File: config.mk
export PLATFORM = sky130hd
export DESIGN_NAME = rama_alu
export DESIGN_NICKNAME = d
export VERILOG_FILES = /design/src/rtl/core/rama_pkg.sv /design/src/rtl/core/rama_alu.sv
export SDC_FILE = /design/constraint.sdc
export NUM_CORES = 1
export LEC_CHECK = 0
export ABC_AREA = 1
export BUFFER_PORTS_ARGS = -buffer_cell sky130_fd_sc_hd__buf_2
export CAP_MARGIN = 20
export CORE_ASPECT_RATIO = 1.5
export CORE_MARGIN = 2
export CORE_UTILIZATION = 57
export DETAILED_ROUTE_END_ITERATION = 10
export PLACE_DENSITY = 0.89
export SETUP_SLACK_MARGIN = 0.1
export SLEW_MARGIN = 10
export SYNTH_ARGS = -nofsm -noshare
export SYNTH_HDL_FRONTEND = slang
export SYNTH_SLANG_ARGS = --single-unit
File: constraint.sdc
create_clock -name vclk -period 13.5
set_input_delay 2.025 -clock vclk [all_inputs]
set_output_delay 2.025 -clock vclk [all_outputs]
set_load 0.005 [all_outputs]
File: src/rtl/core/rama_pkg.sv
// Package for the range add/assign array with historical maxima.
// Holds the operation codes, value limits, shared types and defaults.
// No dependencies.
`default_nettype none

package rama_pkg;

  // Payload widths fixed by the item format.
  localparam int FUNC_W          = 3;
  localparam int INDEX_W         = 10;
  localparam int VALUE_W         = 32;
  localparam int ACTIVE_LENGTH_W = 11;

  // One stored entry carries the history above the current value.
  localparam int ENTRY_W = 2 * VALUE_W;

  localparam int DEFAULT_MAX_ELEMENTS = 1024;

  localparam logic [ACTIVE_LENGTH_W-1:0] ACTIVE_LENGTH_RESET = 11'd1024;

  localparam logic signed [VALUE_W-1:0] VALUE_MAX = 32'sh7FFF_FFFF;
  localparam logic signed [VALUE_W-1:0] VALUE_MIN = 32'sh8000_0000;

  // Operation codes carried in the func field.
  localparam logic [FUNC_W-1:0] FUNC_LOAD       = 3'd0;
  localparam logic [FUNC_W-1:0] FUNC_QUERY_CUR  = 3'd1;
  localparam logic [FUNC_W-1:0] FUNC_QUERY_HIST = 3'd2;
  localparam logic [FUNC_W-1:0] FUNC_ADD        = 3'd3;
  localparam logic [FUNC_W-1:0] FUNC_ASSIGN     = 3'd4;

  // Operation of the shared arithmetic unit.
  typedef enum logic [1:0] {
    ALU_ADD,
    ALU_ASSIGN,
    ALU_QUERY_CUR,
    ALU_QUERY_HIST
  } alu_op_t;

  typedef struct packed {
    alu_op_t op;
    logic    first;
  } alu_ctrl_t;

endpackage : rama_pkg

`default_nettype wire

File: src/rtl/core/rama_alu.sv
// Shared arithmetic unit: saturating add or assign with history update,
// or one step of a running maximum for queries.
// Depends on rama_pkg for widths, limits and the control struct.
`default_nettype none

module rama_alu (
  input  wire rama_pkg::alu_ctrl_t                ctrl,
  input  wire logic signed [rama_pkg::VALUE_W-1:0] cur,
  input  wire logic signed [rama_pkg::VALUE_W-1:0] hist,
  input  wire logic signed [rama_pkg::VALUE_W-1:0] operand,
  input  wire logic signed [rama_pkg::VALUE_W-1:0] best,
  output logic signed      [rama_pkg::VALUE_W-1:0] cur_next,
  output logic signed      [rama_pkg::VALUE_W-1:0] hist_next,
  output logic signed      [rama_pkg::VALUE_W-1:0] best_next
);

  logic signed [rama_pkg::VALUE_W:0]   sum;
  logic signed [rama_pkg::VALUE_W-1:0] sat_sum;
  logic signed [rama_pkg::VALUE_W-1:0] probe;

  // The 33-bit sum overflows exactly when its two top bits differ.
  assign sum = {cur[rama_pkg::VALUE_W-1], cur} + {operand[rama_pkg::VALUE_W-1], operand};

  always_comb begin
    if (sum[rama_pkg::VALUE_W] != sum[rama_pkg::VALUE_W-1]) begin
      sat_sum = sum[rama_pkg::VALUE_W] ? rama_pkg::VALUE_MIN : rama_pkg::VALUE_MAX;
    end else begin
      sat_sum = sum[rama_pkg::VALUE_W-1:0];
    end
  end

  always_comb begin
    case (ctrl.op)
      rama_pkg::ALU_ADD:    cur_next = sat_sum;
      rama_pkg::ALU_ASSIGN: cur_next = operand;
      default:              cur_next = cur;
    endcase
    hist_next = (cur_next > hist) ? cur_next : hist;
  end

  always_comb begin
    probe     = (ctrl.op == rama_pkg::ALU_QUERY_HIST) ? hist : cur;
    best_next = (ctrl.first || (probe > best)) ? probe : best;
  end

endmodule : rama_alu

`default_nettype wire

[Word level (Yosys, flattened, before mapping)]
Index checks and enable logic that the tools add are counted.
Cells by class
  $add $sub $neg: 1
  order comparisons: 2
  equal/unequal tests: 3
  multiplexer cells: 6
  reductions and logical operators: 2
Operators with widths (number)
  $mux W32: 5
  $gt A32 B32 Y1: 2
  $pmux W32 S2: 1
  $add A32 B32 Y33: 1
  $eq A2 B1 Y1 const B: 1
  $eq A2 B2 Y1 const B: 1
  $logic_not A2 Y1: 1
  $logic_or A1 B1 Y1: 1
  $ne A1 B1 Y1: 1
Storage, ports and cells
  flip-flop bits (word level): 0
  bits of input ports: 131
  output and inout port bits: 96
  logic and storage cells: 14

[Longest topological paths before layout]
Gate-level depths: netlist of the first run.
  depth after elaboration: 6
  mapped depth: 34
  depth with buffers taken out: 32

[Least setup slack after synthesis of the first run]
OpenSTA, ideal clock, no wires.
  path kind: input port to output port
  start: input port cur[0] (netlist name)
  end: output port hist_next[25] (netlist name)
  data arrival time: 5.483 ns
  required time: 11.475 ns
  path slack: 5.992 ns
  stages: 31
  buffers on the path: 3
  cell sequence: ha_1 -> inv_1 -> fa_1 -> inv_1 -> nand2_1 -> nand2_1 -> nand3_1 -> nand2_1 -> nand2_1 -> nand2_2 -> nand2_2 -> nand2_1 -> nand2_1 -> nand2_2 -> a21oi_2 -> buf_6 -> buf_2 -> a21oi_1 -> ha_1 -> a21oi_1 -> o21ai_0 -> nand2_1 -> nand3_1 -> a21oi_1 -> nand2_1 -> nand2_1 -> nand2_1 -> nor2_1 -> clkbuf_1 -> nand3_1 -> nand2_1
On the way
  cells in the longest elaborated chain, start to end: 6
  elaborated cells on any way between the ends: 7
  those cells by class: add/sub: 1; order compare: 1; eq/ne: 1; mux: 4
Ends and longest elaborated chain
  from (decl): RTL line rama_alu.sv:8  | input wire logic signed [rama_pkg::VALUE_W-1:0] cur,
  $add A32 B32 Y33 (*): RTL line rama_alu.sv:22  | assign sum = {cur[rama_pkg::VALUE_W-1], cur} + {operand[rama_pkg::VALUE_W-1], operand};
  $mux W32 or $ne A1 B1 Y1 (tied branches): RTL line rama_alu.sv:26, rama_alu.sv:25
  $mux W32 (*): RTL line rama_alu.sv:25  | if (sum[rama_pkg::VALUE_W] != sum[rama_pkg::VALUE_W-1]) begin
  $pmux W32 S2 (*): RTL line rama_alu.sv:33  | case (ctrl.op)
  named net cur_next (one bit): RTL line rama_alu.sv:12  | output logic signed [rama_pkg::VALUE_W-1:0] cur_next,
  $gt A32 B32 Y1 (*): RTL line rama_alu.sv:38  | hist_next = (cur_next > hist) ? cur_next : hist;
  $mux W32 (*): RTL line rama_alu.sv:38
  to (decl): RTL line rama_alu.sv:13  | output logic signed [rama_pkg::VALUE_W-1:0] hist_next,
The timed path passes the listed nets; every way through them passes the cells marked *.

[Worst setup path in the final report of the first run]
  start: input port ctrl[2] (netlist name)
  end: output port hist_next[7] (netlist name)
On the way
  cells in the longest elaborated chain, start to end: 4
  elaborated cells on any way between the ends: 5
  those cells by class: order compare: 1; eq/ne: 1; mux: 2; reduce/logical: 1
Ends and longest elaborated chain
  from (decl): RTL line rama_alu.sv:7  | input wire rama_pkg::alu_ctrl_t ctrl,
  $eq A2 B1 Y1 or $logic_not A2 Y1 (tied branches): RTL line rama_alu.sv:33
  $pmux W32 S2 (*): RTL line rama_alu.sv:33
  $gt A32 B32 Y1: RTL line rama_alu.sv:38
  $mux W32 (*): RTL line rama_alu.sv:38
Mark *: on every way between the ends. The rest lies on a longest branch, timed or not.

==> metrics.md, run 1 <==
| Metric | Value |
|---|---|
| Area grow syn2layout | 20.2% |
| Crit path DAT | slightly below 7 ns |
| Detailed Place HPWL | 20,400 µm |
| # clk buffers | 0 |
| Syn nets | approximately 1,300 |
| Crit path max-delay cell type | nand2_1 |
| Period Utilization, post-route | 0.663 |
| Synth Area in Adders | 0.209 |
| Cells after Synth | 1,105 |
| Crit-path max cell delay | 0.92 ns |
| Most frequent cells in the layout | 394 x nand2_1, 227 x buf_2, 166 x inv_1, 96 x ha_1, 86 x a21oi_1 |
| Layout cells sized above 1 | 0.196 |
| Final-report max-slew violation count | 0 |
| YS warnings | 0 |
| Routed WL | 23,400 µm |
| Seq cells | 0 |
| I/O pins | 227 |
| DIE WIDTH | 86.7 µm |
| Routed Antenna Nets | 0 |
| Placeable Area | 10,100 µm² |
| Wirelength per Cell | ~17 µm |
| Max Freq | ~110 MHz |
| Ant diodes | 0 |
| Detailed-route vias per instance | between 5 and 6 |
| Setup Viol. Count Final | 0 |
| Gpl congestion | 1.06 |
| Vias | 8,095 |
| Largest family of logic cells by synthesized area | simple AND/OR/NAND/NOR gates |
| Worst-path cell chain | buf_2 > inv_1 > nand2_1 > or2_2 > nand3_1 > inv_1 > ha_1 > nand4_1 > inv_1 > nand4_1 > inv_1 > nand4_1 > nor4_1 > nand3b_1 > buf_4 > nand2_1 > nand2_1 > buf_2 |
| Setup TNS | 0 ns |
| Vias in the first global route | 7,392 |
| Commonest non-fill, non-tap cell in the layout | nand2_1 |
| Pin count of the biggest net entering global routing | 39 |
| Antenna violations before repair | 0 |
| Initial DRC Count | 710 |
| Most frequent CP cell | inv_1 |
| Syn Area/Cell | 5.29 µm² |
| Relative slew slack | 0.297 |
| Design Area, Final | roughly 7000 µm² |
| Critical Path RT | about 11 ns |
| XOR/XNOR share of the synthesized area | 0.0359 |
| Final net count | 1,533 |
| Die area | 11,100 µm² |
| Synth Area in Simple Gates | 0.432 |
| First drt pass iteration count | 5 |
| DRC Markers | 0 |
| Max cap viols | 0 |
| Post-synthesis sequential area ratio | 0 |
| Hold-fix buffers at CTS | 0 |
| Register area | 0 µm² |
| Starting Density | 0.580 |
| Synth cell types | 39 |
| Port Buffers | around 230 |
| Buf/Inv on CP | 7 |
| Synth Area in Compound Gates | 0.186 |
| All-Layer GR Usage | 0.401 |
| First-pass GRT wire length | approximately 36,000 µm |
| Hold Vio Cnt, Final | 0 |
| VDD IR-drop max | between 0.03 and 0.04 mV |
| Worst path top cell family by delay | simple AND/OR/NAND/NOR gates |
| GRT overflow | 0 |
| Worst Setup End Kind | output pin |
| Resize count post-CTS | 0 |
| Setup bufs post-CTS | 0 |
| DP Area | approximately 7000 µm² |
| Pwr Density | ~60 nW/µm² |
| Multiplexer area fraction after synthesis | 0 |
| Fin crit period | 8.95 ns |
| Leakage power | about 4.3 nW |
| Actual slew at the worst max-slew pin | 1.05 ns |
| Worst Hold Class | in2out |
| Die Y | ~130 µm |
| Total Power | approximately 0.43 mW |
| Worst setup SP type | input port |
| WS Path Type | in2out |
| Critical path peak fanout | 33 |
| Cell Area, Synth | 5850 µm² |
| Status | completed |
| Unrepaired setup endpoints after global routing | no |
| FP Rows | 45 |
## stage by stage
stage / setup slack, ns / util / hold WS, ns / instances
floorplan: 5.99 / - / 4.15 / 1105
global placement: 4.32 / 0.695 / 4.34 / 1419
detailed placement: 4.65 / 0.698 / 4.33 / 1420
CTS: 4.64 / 0.698 / 4.33 / 1420
global route: 4.18 / 0.698 / 4.36 / 1420
finish: 4.55 / 0.698 / 4.34 / 1420
## power breakdown
part           internal (mW)  switching, mW  total [mW]
clock                      0              0           0
sequential                 0              0           0
combinational          0.164          0.270       0.434
total                  0.164          0.270       0.434
## tightest hold or removal path: stages
cell and delay [ns]:
buf_2 0.09, nand2_1 0.04, nand2_1 0.05, buf_2 0.10
## metal layers
metal | GRT usage | vias up | part of all wire
li1 | - | 4011 | -
met1 | 0.500 | 3597 | 0.39
met2 | 0.707 | 417 | 0.48
met3 | 0.0309 | 70 | 0.081
met4 | 0.149 | 0 | 0.043
met5 | 0 | - | 0
## kinds of logic after synthesis
logic type,count (synthesis)
AND/OR/NAND/NOR,587
buffers and inverters,202
AO/OA/AOI/OAI,195
adder cells (fa/ha/maj),97
XOR/XNOR,24
## area by class of cell
| cell class | instances | area, µm² |
|---|---|---|
| Multi-Input combinational cell | 903 | 5060 |
| Inverter | 167 | 627 |
| Fill cell | 1023 | 3050 |
| Timing Repair Buffer | 233 | 1200 |
| Tap cell | 117 | 146 |
## Yosys cell counts (all sizes together)
cell type | number | area share
o211ai | 1 | 0.0013
nand3b | 31 | 0.040
nor3 | 11 | 0.010
or2 | 5 | 0.0053
buf | 14 | 0.016
clkbuf | 21 | 0.013
a31oi | 5 | 0.0053
xor2 | 7 | 0.010
fa | 1 | 0.0034
nor2 | 50 | 0.035
nor3b | 1 | 0.0021
a21o | 4 | 0.0051
inv | 167 | 0.11
xnor2 | 17 | 0.025
and2 | 2 | 0.0021
o21a | 3 | 0.0039
nor4 | 2 | 0.0021
o21ai | 49 | 0.042
nand4 | 12 | 0.013
o21bai | 10 | 0.013
o221ai | 1 | 0.0015
a21boi | 1 | 0.0013
a211oi | 2 | 0.0026
a21oi | 89 | 0.078
nand3 | 71 | 0.061
ha | 96 | 0.21
nand2 | 402 | 0.26
o22ai | 30 | 0.032
## path summary, 6_finish.rpt
| check | start | to | slack [ns] | depth (start not counted) |
|---|---|---|---|---|
| max | ctrl[2] | hist_next[7] | 4.55 | 18 |
| min | hist[5] | hist_next[5] | 4.34 | 4 |
Power figures use the tool's default switching activity.
==> run 2, diff against run 1 <==
--- a/config.mk
+++ b/config.mk
@@ -5,14 +5,14 @@
 export SDC_FILE = /design/constraint.sdc
 export NUM_CORES = 1
 export LEC_CHECK = 0
-export ABC_AREA = 1
+export ABC_AREA = 0
 export BUFFER_PORTS_ARGS = -buffer_cell sky130_fd_sc_hd__buf_2
 export CAP_MARGIN = 20
 export CORE_ASPECT_RATIO = 1.5
 export CORE_MARGIN = 2
-export CORE_UTILIZATION = 57
+export CORE_UTILIZATION = 46
 export DETAILED_ROUTE_END_ITERATION = 10
-export PLACE_DENSITY = 0.89
+export PLACE_DENSITY = 0.79
 export SETUP_SLACK_MARGIN = 0.1
 export SLEW_MARGIN = 10
 export SYNTH_ARGS = -nofsm -noshare
==> constraint.sdc (replaced) <==
create_clock -name vclk -period 7.85
set_input_delay 1.1775 -clock vclk [all_inputs]
set_output_delay 1.1775 -clock vclk [all_outputs]
set_load 0.005 [all_outputs]
==> run 2 against run 1 <==
  * Sequential cell count stayed put
  * Cell count is 20% lower
  * Count of clock-buffer cells in the layout stayed put
  * Sequential share of layout area stayed put
  * Largest cell class unchanged
  * Via count is 16% lower
  * Global-route usage is 8.1 points lower
  * Critical path depth is 6 higher
  * Total power is 49% higher
  * Core utilization is 11 points lower
==> metrics.md, run 2 <==
| Metric | Value |
|---|---|
| Min setup slack post-route | 0.435 ns (-4.11 ns) |
| WHS Path Cells | 4 (unchanged) |
| Most frequent cells in the layout | 227 x buf_2, 96 x ha_1, 90 x nand2_1, 90 x o21ai_0, 78 x inv_1 |
| Hold Vio Cnt, Final | 0 (unchanged) |
| Die Y | 134 µm (+4.8%) |
| Top-area cell type share of the netlist area | 0.231 (-0.0217) |
| All-Layer GR Usage | 0.320 (-0.0812) |
| Syn Area/Cell | 6.60 µm² (+25%) |
| Worst Setup End Kind | output pin |
| Leakage power | 3.56 nW (-18%) |
| Relative slew slack | 0.374 (+0.0772) |
| Critical Path RT | 6.67 ns (-4.81 ns) |
| Top cells by count, synth | 96 x ha_1, 92 x o21ai_0, 91 x nand2_1 |
| Actual slew at the worst max-slew pin | 0.933 ns (-0.119 ns) |
| Gpl congestion | 1.01 (-5.6%) |
| Hold endpoint | hist_next[9] |
| Leading post-synthesis cells by cell area | ha_1 23%, o21ai_0 8.9%, mux2_2 7.4%, a21o_1 6.6%, nand2_1 6.6% |
| Buf/Inv on CP | 5 (-2) |
| # clk buffers | 0 (unchanged) |
| Wirelength per Cell | 18.4 µm (+11%) |
| DP Worst Slack | 0.388 ns (-4.26 ns) |
| Setup Viol. Count Final | 0 (unchanged) |
| Final net count | 1,220 (-20%) |
| Final-report max-slew violation count | 0 (unchanged) |
| Fill cells | 1,138 (+11%) |
| Worst setup SP type | input port |
| Period Utilization, post-route | 0.945 |
| I/O pins | 227 (unchanged) |
| Crit-path max cell delay | 0.40 ns (-0.52 ns) |
| Crit path max-delay cell type | fa_1 |
| YS warnings | 0 (unchanged) |
| DRC Markers | 0 (unchanged) |
| Starting Density | 0.472 (-0.108) |
| Synth cell types | 65 (+67%) |
| Routed Antenna Nets | 0 (unchanged) |
| Layout cells sized above 1 | 0.297 (+0.101) |
| GRT overflow | 0 (unchanged) |
| Cells after Synth | 787 (-29%) |
| Hold-fix buffers at CTS | 0 (unchanged) |
| Max cap viols | 0 (unchanged) |
| Status | completed |
| Port Buffers | 227 (unchanged) |
| Most common cell in the synthesized netlist | ha_1 |
| Vias | 6,772 (-16%) |
| CP Depth | 24 (+6) |
| Worst Hold Class | in2out |
| Worst-path cell chain | buf_2 > ha_1 > inv_1 > fa_1 > nor2b_1 > o31ai_1 > a31o_2 > a211oi_4 > a21oi_4 > o221a_4 > a21o_1 > buf_4 > nor3_1 > ha_1 > a21oi_1 > a21oi_1 > o21a_1 > o31a_1 > o21ai_2 > buf_12 > nor2_1 > a22oi_1 > o21ai_0 > buf_2 |
| Commonest non-fill, non-tap cell in the layout | buf_2 |
| Multi-input logic area | 4800 µm² (-5.2%) |
| First-pass GRT wire length | 31,700 µm (-11%) |
| First drt pass iteration count | 5 (unchanged) |
| Seq cells | 0 (unchanged) |
| Detailed Place HPWL | 18,000 µm (-12%) |
| Max Freq | around 130 MHz |
| Post-Layout Cell Count | 1,138 (-20%) |
| Area grow syn2layout | 25.2% |
| Register area | 0 µm² (unchanged) |
| Antenna violations before repair | 2 (+2) |
| VDD IR-drop max | 0.0526 mV (+55%) |
| Cell Area, Synth | 5190 µm² (-11%) |
| Vias in the first global route | 6,442 (-13%) |
| Initial DRC Count | 301 (-58%) |
| Pwr Density | 99.3 nW/µm² (+61%) |
| Placeable Area | 11,000 µm² (+9.1%) |
| Critical path peak fanout | 28 (-15%) |
| Setup TNS | 0 ns (unchanged) |
| Cells after DPL | 1,137 (-20%) |
| Routed WL | 20,900 µm (-11%) |
| Pin count of the biggest net entering global routing | 37 (-5.1%) |
| Syn nets | 1,015 (-24%) |
| Crit path DAT | 6.24 ns (-0.69 ns) |
| DIE WIDTH | 90.8 µm (+4.7%) |
| Area leader, netlist | ha_1 |
| Detailed-route vias per instance | 5.95 (+4.4%) |
| Worst path top cell family by delay | compound AO/OA/AOI/OAI gates |
| Unrepaired setup endpoints after global routing | no |
| FP Rows | 47 (+4.4%) |
| Post-synthesis sequential area ratio | 0 (unchanged) |
| Fin crit period | 7.41 ns |
| WS Path Type | in2out |
| Die area | 12,200 µm² (+9.7%) |
| Hold_sp | hist[9] |
-- run 2: changes by cell type after synthesis, moves of 34 or more --
| cell | delta |
|---|---|
| a21oi_1 | -35 |
| o21ai_0 | +43 |
| mux2_2 | +34 |
| inv_1 | -88 |
| nand2_1 | -303 |
| nand3_1 | -63 |
| a21o_1 | +42 |
-- run 2: worst min-delay path, stage by stage --
cell and delay (ns):
buf_2 0.08, nand2_1 0.04, o21ai_0 0.06, buf_2 0.11
-- run 2: cells by family after synthesis --
kind of cell               count (synthesis)  synth area share
AOI/OAI and AO/OA                        286             0.354
xor gates and xnor gates                  28            0.0472
adders and majority gates                 97             0.235
buffers and inverters                    113            0.0831
muxes                                     38            0.0816
and+or+nand+nor                          225             0.199
-- run 2: stage by stage --
stage / hold slack (ns) / util / cell area, µm² / power, mW
after floorplan: 2.44 / - / 5190 / 0.388
after global placement: 2.64 / 0.590 / 6480 / 0.629
after detailed placement: 2.64 / 0.590 / 6480 / 0.631
after CTS: 2.64 / 0.590 / 6480 / 0.636
after global routing: 2.67 / 0.592 / 6510 / 0.710
final: 2.64 / 0.592 / 6510 / 0.646
-- run 2: report_power, final --
| group | total (mW) | switching (mW) | internal [mW] | leakage (nW) |
|---|---|---|---|---|
| Clock | 0.0000000170 | 0 | 0.0000000170 | 0.00000634 |
| Combinational | 0.646 | 0.366 | 0.280 | 3.56 |
| Sequential | 0 | 0 | 0 | 0 |
| Total | 0.646 | 0.366 | 0.280 | 3.56 |
-- run 2: repair_timing --
item | CTS | global route
gates resized for setup | 0 | 5
buffers inserted | 0 | 0
setup endpoints to repair | 0 | 25
-- run 2: worst max-delay path by stage --
stage / startpoint / to / slack, ns
2_1_floorplan: cur[0] / hist_next[0] / 1.06
3_3_place_gp: cur[1] / hist_next[3] / 0.42
3_5_place_dp: cur[0] / hist_next[3] / 0.39
4_1_cts: cur[0] / hist_next[3] / 0.37
5_1_grt: cur[1] / hist_next[16] / 0.13
6_report: cur[0] / hist_next[29] / 0.44
-- run 2: layer usage --
metal / vias up / share of wire / GRT usage
met4: 2 / 0.074 / 0.198
met3: 78 / 0.070 / 0.0343
met1: 3038 / 0.37 / 0.341
met2: 356 / 0.48 / 0.596
li1: 3298 / - / -
met5: - / 0.00062 / 0
-- run 2: final cells by class --
class                      instances  share of cell area
tap                              147              0.0283
inverter                          78              0.0450
timing repair buffer             238               0.189
multi-input combinational        674               0.737
antenna                            1            0.000385
